File: config.mk
export PLATFORM = sky130hd
export DESIGN_NAME = ecpg_div
export DESIGN_NICKNAME = d
export VERILOG_FILES = /design/src/sv/ecpg_pkg.sv /design/src/sv/ecpg_div.sv
export SDC_FILE = /design/constraint.sdc
export NUM_CORES = 2
export LEC_CHECK = 0
export BUFFER_PORTS_ARGS = -buffer_cell sky130_fd_sc_hd__buf_2
export CAP_MARGIN = 20
export CELL_PAD_IN_SITES_DETAIL_PLACEMENT = 0
export CELL_PAD_IN_SITES_GLOBAL_PLACEMENT = 1
export CORE_MARGIN = 2
export CORE_UTILIZATION = 50
export CTS_BUF_LIST = sky130_fd_sc_hd__clkbuf_4
export CTS_CLUSTER_DIAMETER = 40
export CTS_CLUSTER_SIZE = 40
export DETAILED_ROUTE_END_ITERATION = 8
export GPL_ROUTABILITY_DRIVEN = 0
export PLACE_DENSITY = 0.87
export RECOVER_POWER = 50
export SLEW_MARGIN = 20
export SYNTH_ARGS = -nofsm -noshare
export SYNTH_HDL_FRONTEND = slang
export SYNTH_SLANG_ARGS = --single-unit
File: constraint.sdc
create_clock -name aclk -period 8.4 [get_ports aclk]
set_input_delay 0 -clock aclk [delete_from_list [all_inputs] [get_ports aclk]]
set_output_delay 0 -clock aclk [all_outputs]
set_load 0.02 [all_outputs]
File: src/sv/ecpg_pkg.sv
package ecpg_pkg;

    localparam int MAX_POINTS    = 1024;
    localparam int IDX_W         = 10;
    localparam int ANG_W         = 17;
    localparam int PROD_W        = 28;
    localparam int Q30_W         = 31;
    localparam int GAIN_W        = 17;
    localparam int CORDIC_STEPS  = 24;
    localparam int CORDIC_LAT    = CORDIC_STEPS + 1;
    localparam int DIV_STEPS     = 16;
    localparam int DIV_LAT       = DIV_STEPS + 1;
    localparam int CW            = 34;

    localparam logic [PROD_W-1:0] HALF_PI_LIMIT = PROD_W'(102943);
    localparam logic [GAIN_W-1:0] ONE_Q16       = GAIN_W'(65536);
    localparam logic [Q30_W-1:0]  ONE_Q30       = Q30_W'(1073741824);
    localparam logic signed [CW-1:0] CORDIC_GAIN_Q30 = 34'sd652032874;

    localparam logic [ANG_W-1:0] ANGLE_STEP_RST  = ANG_W'(99);
    localparam logic [ANG_W-1:0] RAMP_END_RST    = ANG_W'(1144);
    localparam logic [ANG_W-1:0] COSEC_START_RST = ANG_W'(2288);
    localparam logic [ANG_W-1:0] COVER_TOP_RST   = ANG_W'(45752);

    localparam logic signed [CW-1:0] ATAN_Q30 [CORDIC_STEPS] = '{
        34'sh03243F6A8, 34'sh01DAC6705, 34'sh00FADBAFC, 34'sh007F56EA6,
        34'sh003FEAB76, 34'sh001FFD55B, 34'sh000FFFAAA, 34'sh0007FFF55,
        34'sh0003FFFEA, 34'sh0001FFFFD, 34'sh0000FFFFF, 34'sh00007FFFF,
        34'sh00003FFFF, 34'sh00001FFFF, 34'sh00000FFFF, 34'sh000007FFF,
        34'sh000003FFF, 34'sh000001FFF, 34'sh000000FFF, 34'sh0000007FF,
        34'sh0000003FF, 34'sh0000001FF, 34'sh0000000FF, 34'sh00000007F
    };

    typedef enum logic [1:0] {
        REG_ANGLE_STEP  = 2'd0,
        REG_RAMP_END    = 2'd1,
        REG_COSEC_START = 2'd2,
        REG_COVER_TOP   = 2'd3
    } reg_idx_t;

    typedef enum logic [1:0] {
        KIND_ZERO,
        KIND_RAMP,
        KIND_FLAT,
        KIND_COSEC
    } gain_kind_t;

    typedef struct packed {
        logic             valid;
        gain_kind_t       kind;
        logic [ANG_W-1:0] ang;
    } angle_sb_t;

    typedef struct packed {
        logic             valid;
        gain_kind_t       kind;
        logic [Q30_W-1:0] s;
        logic [Q30_W-1:0] c;
    } trig_sb_t;

endpackage

File: src/sv/ecpg_div.sv
module ecpg_div (
    input  logic                        aclk,
    input  logic                        en,
    input  logic [ecpg_pkg::Q30_W-1:0]  num,
    input  logic [ecpg_pkg::Q30_W-1:0]  den,
    output logic [ecpg_pkg::GAIN_W-1:0] quot
);
    import ecpg_pkg::*;

    logic [Q30_W:0]       rem_reg [DIV_LAT];
    logic [Q30_W-1:0]     den_reg [DIV_LAT];
    logic [DIV_STEPS-1:0] q_reg   [DIV_LAT];
    logic                 sat_reg [DIV_LAT];

    // a numerator at or above the divisor saturates to one
    always_ff @(posedge aclk) begin
        if (en) begin
            rem_reg[0] <= {1'b0, num};
            den_reg[0] <= den;
            q_reg[0]   <= '0;
            sat_reg[0] <= (num >= den);
        end
    end

    genvar k;
    generate
        for (k = 1; k < DIV_LAT; k++) begin : g_step
            logic [Q30_W:0] rem2;
            assign rem2 = {rem_reg[k-1][Q30_W-1:0], 1'b0};
            always_ff @(posedge aclk) begin
                if (en) begin
                    den_reg[k] <= den_reg[k-1];
                    sat_reg[k] <= sat_reg[k-1];
                    if (rem2 >= {1'b0, den_reg[k-1]}) begin
                        rem_reg[k] <= rem2 - {1'b0, den_reg[k-1]};
                        q_reg[k]   <= {q_reg[k-1][DIV_STEPS-2:0], 1'b1};
                    end else begin
                        rem_reg[k] <= rem2;
                        q_reg[k]   <= {q_reg[k-1][DIV_STEPS-2:0], 1'b0};
                    end
                end
            end
        end
    endgenerate

    assign quot = sat_reg[DIV_LAT-1] ? ONE_Q16 : {1'b0, q_reg[DIV_LAT-1]};

endmodule

# Word level (Yosys, flattened, before mapping)
# Memories as Yosys holds them, arrays and structs flattened.
# Index checks and enable logic that the tools add are counted.
[word_totals]
ff_bits = 0
mem_bits_rw = 1360
word_cells = 200
mem_count = 4
[op_classes]
n_addsub = 16
n_lt_le_gt_ge = 17
n_mux = 131
bitwise_logic = 32
[mem_list]
columns = ["memory", "depth", "width", "read_ports", "rd_ports_with_merged_regs", "write_ports", "line_no", "source"]
rows = [
  ["rem_reg", 17, 32, 16, 0, 17, "ecpg_div.sv:10", "logic [Q30_W:0] rem_reg [DIV_LAT];"],
  ["den_reg", 17, 31, 16, 0, 17, "ecpg_div.sv:11", "logic [Q30_W-1:0] den_reg [DIV_LAT];"],
  ["q_reg", 17, 16, 17, 0, 17, "ecpg_div.sv:12", "logic [DIV_STEPS-1:0] q_reg [DIV_LAT];"],
  ["sat_reg", 17, 1, 17, 0, 17, "ecpg_div.sv:13", "logic sat_reg [DIV_LAT];"],
]
[ops]
columns = ["cell", "count"]
rows = [
  [">= comparator 32 x 31 -> 1 bit", 16],
  ["2-to-1 mux 32 bit", 16],
  ["subtractor 32 x 31 -> 32 bit", 16],
  ["2-to-1 mux 16 bit", 16],
  ["2-to-1 mux 1 bit", 98],
  ["bitwise OR 1 bit", 32],
  [">= comparator 31 bit", 1],
  ["2-to-1 mux 17 bit", 1],
]

# Depth between registers and ports, before layout
# An unclocked memory read counts as a cell.
[logic_depth]
depth_word = 6
mapped_depth = 15
depth_no_buf = 13

# Least setup slack after synthesis
# No wires, ideal clock.
[synth_path]
path_type = "reg-to-reg"
from = "memory rem_reg[5][0] (netlist bit)"
to = "memory rem_reg[6][24] (netlist bit), data pin"
setup_time_ps = 260
t_arrival_ps = 3202
required_ps = 8140
setup_slack_ps = 4938
path_stages_with_launch = 13
n_path_buf = 1
period_less_slack_ps = 3462
path_cell_list = "edfxtp_1 > fa_1 > a211oi_2 > nor3_1 > o311ai_2 > nand4_1 > a31o_1 > a21o_1 > a311oi_2 > o21ai_2 > a21oi_4 > buf_6 > mux2_2"
[synth_rtl]
columns = ["element", "line_no"]
rows = [
  ["from (decl)", "ecpg_div.sv:10"],
]

==> results by group <==
Detailed routing
  – Drt pass-1 iters: 5
  – DRT Wirelength: 128,000 µm
  – Vias/cell: 5.50
  – Initial DRC count: 2,033
  – Via count: 44,700
  – Routed Antenna Nets: 0
  – # DRC: 0
  – Detail-routed net length per standard cell: 15.8 µm

Place
  – IO buf count: 80
  – Dpl cell area: 68,100 µm²
  – Post-DP HPWL: 93,100 µm
  – Placed cells: 7,625

Floorplanning
  – Core area: 131,000 µm²
  – Die width: 367 µm
  – Die H: 367 µm
  – # rows: 133
  – Ports: 81
  – Die area: 135,000 µm²
  – Starting density of the core: 0.502

Flow run
  – Max cap viols: 8

Layout
  – Area of the multi-input gates: 28,400 µm²
  – Fillcell total: 11,000
  – Final std cells w/o fill: 8,129
  – Area Overhead vs Synth: 10.3%
  – Share of cells above drive strength 1: 0.0915
  – Final Cell Area: 72,600 µm²
  – Final nets: 6,827
  – Register area: 34,400 µm²

Timing
  – Clk_skew: 0.0710 ns
  – Final setup viols: 0
  – Slew Limit Headroom: -1.69
  – Fmax: 168 MHz
  – WHS: 0.167 ns
  – Final worst-path cycle share: 0.707
  – RSZ-0062 raised after global routing: no
  – Hold Fails Final Rpt: 0
  – Final TNS setup: 0 ns
  – Slew @ Worst Pin: 4.03 ns
  – Period minus WS final: 5.94 ns
  – Slew Limit Fails: 554

Yosys
  – Mapped Nets: 6,519
  – Post-synth ARST share: 0
  – Ranking of synthesized cells by area: edfxtp_1 52%, ha_1 10%, a21oi_1 4.0%
  – Mapped Area: 65,800 µm²
  – Syn. warnings: 0
  – Post-synth cell types: 94
  – Yosys top cell area share: 0.522
  – Number of synthesized flops with an enable pin: 1,144
  – Sequential share of the synthesized area: 0.522
  – Average size of a mapped cell: 11.1 µm²
  – Top cells by count, synth: 1,144 x edfxtp_1, 648 x inv_1, 526 x ha_1
  – Top-count cell post-synth: edfxtp_1
  – Mapped Cells: 5,914
  – Register bit total from synthesis: 1,145
  – Top FF cell, synth: edfxtp_1
  – Area leader, netlist: edfxtp_1

Global route
  – Overflow after GRT: 0
  – GRT Util Overall: 0.188
  – Largest net degree at the start of global routing: 189
  – Vias in the first global route: 45,400
  – Initial antenna violation count: 3
  – First-pass GRT wire length: 210,000 µm

Clock network
  – TritonCTS clock tree: built
  – Clock H-tree levels: 4
  – Clock transition at path regs: 0.09 ns
  – PostCTS Resize Cnt: 0
  – Cts hold-fix bufs: 180
  – Clk sinks: 1,145
  – Clk_lat worst skew: 1.17 ns
  – Clock Root Buffer: clkbuf_4
  – CTS buffer count: 169
  – CTS Buffer Depth: 3
  – Post CTS Setup Buffer Count: 0

Hold path
  – Hold Path Class: input pin to flop

Critical path
  – Cell repeated most along the worst path: dlygate4sd3_1
  – Max incr delay on CP: 2.68 ns
  – CP Data Required Time: 9.27 ns
  – Critical path type: input pin to flop
  – CP Buf/Inv Count: 4
  – Slowest CP cell: clkbuf_2
  – CP Data Arrival Time: 6.81 ns
  – Crit-path leading delay family: buffers and inverters
  – Startpoint types: input pin
  – Worst-path fanout max: 163
  – CP Cell Sequence: dlygate4sd3_1 > dlygate4sd3_1 > clkbuf_1 > clkbuf_2 > o2111ai_1 > a21oi_4 > mux2_2
  – Crit end category: flop

Pwr
  – Worst vdd ir: 0.201 mV
  – Static leakage: 0.0296 µW
  – P per Cell Area: 338 nW/µm²

Outcome
  – Failing checks: capacitance limit, slew limit
  – Status: finished, violations left
-- cell type report --
cell class | instances | area share
timing repair buffer | 289 | 0.0329
clock inverter | 113 | 0.0173
inverter | 651 | 0.0337
clock buffer | 196 | 0.0203
antenna | 14 | 0.000483
sequential | 1145 | 0.474
multi-input combinational | 3966 | 0.391
tap | 1755 | 0.0303
-- layout by cell type (no fill, tap or decap), drive strengths merged, types with 26 or more instances in the layout --
cell type    netlist  final
clkinv             0     52
o31ai             39     39
and2              40     40
nand2b            52     52
nor2             298    298
nor3              63     63
a31oi             62     62
nand3             91     91
nand4             77     77
a211oi            46     46
o21ai            399    399
a21o             218    218
nand2            426    426
o21a              50     50
mux2             185    185
xor2             161    161
edfxtp          1144   1144
buf               40     59
o211ai            26     26
dlygate4sd3        0    179
and3              31     31
xnor2            244    244
a21oi            522    522
clkbuf           112    247
o21bai            57     57
ha               526    526
nor2b             73     73
inv              651    675
-- worst paths after layout --
check / slack [ns] / cells after the start / endpoint / start
setup reg to reg: 3.85 / 11 / rem_reg[6][27] / rem_reg[5][0]
hold reg to reg: 0.38 / 0 / sat_reg[9] / sat_reg[8]
hold / removal: 0.17 / 3 / rem_reg[0][30] / num[30]
setup / recovery: 2.46 / 7 / rem_reg[6][27] / en
-- worst reg2reg max path: stages (launching register included) --
cell and delay [ns]:
edfxtp_1 0.45, fa_1 0.51, a211oi_2 0.30, nor3_1 0.12
o311ai_2 0.41, nand4_1 0.23, a31o_1 0.25, a21o_1 0.23
a311oi_2 0.39, o21ai_2 0.13, a21oi_4 0.83, mux2_2 0.42
-- where the power goes --
part,switching (µW),leakage [µW],internal [µW]
logic,6370,0.0169,5070
registers,716,0.0112,8380
clock network,2110,0.00149,1910
total,9200,0.0296,15400
-- metal layers --
| metal | GRT usage | routed length (µm) | vias to the layer above |
|---|---|---|---|
| met1 | 0.181 | 47200 | 21000 |
| met3 | 0.0302 | 4490 | 438 |
| met2 | 0.370 | 69100 | 984 |
| met5 | 0 | 0 | - |
| met4 | 0.113 | 7310 | 0 |
| li1 | - | - | 22300 |
-- cell families after synthesis --
logic type                 synth area share
AOI/OAI and AO/OA                     0.150
xor gates and xnor gates             0.0539
adders and majority gates             0.105
buffers and inverters                0.0475
DFF                                   0.522
muxes                                0.0329
and+or+nand+nor                      0.0892
-- per-stage QoR --
step	power (µW)	setup WS [ns]	utilization
global placement	20100	3.96	0.519
finish	24600	2.46	0.553
floorplan	18000	4.94	-
global route	26400	1.94	0.553
detailed placement	20400	3.90	0.519
CTS	24600	3.86	0.554
Power figures use the tool's default switching activity.
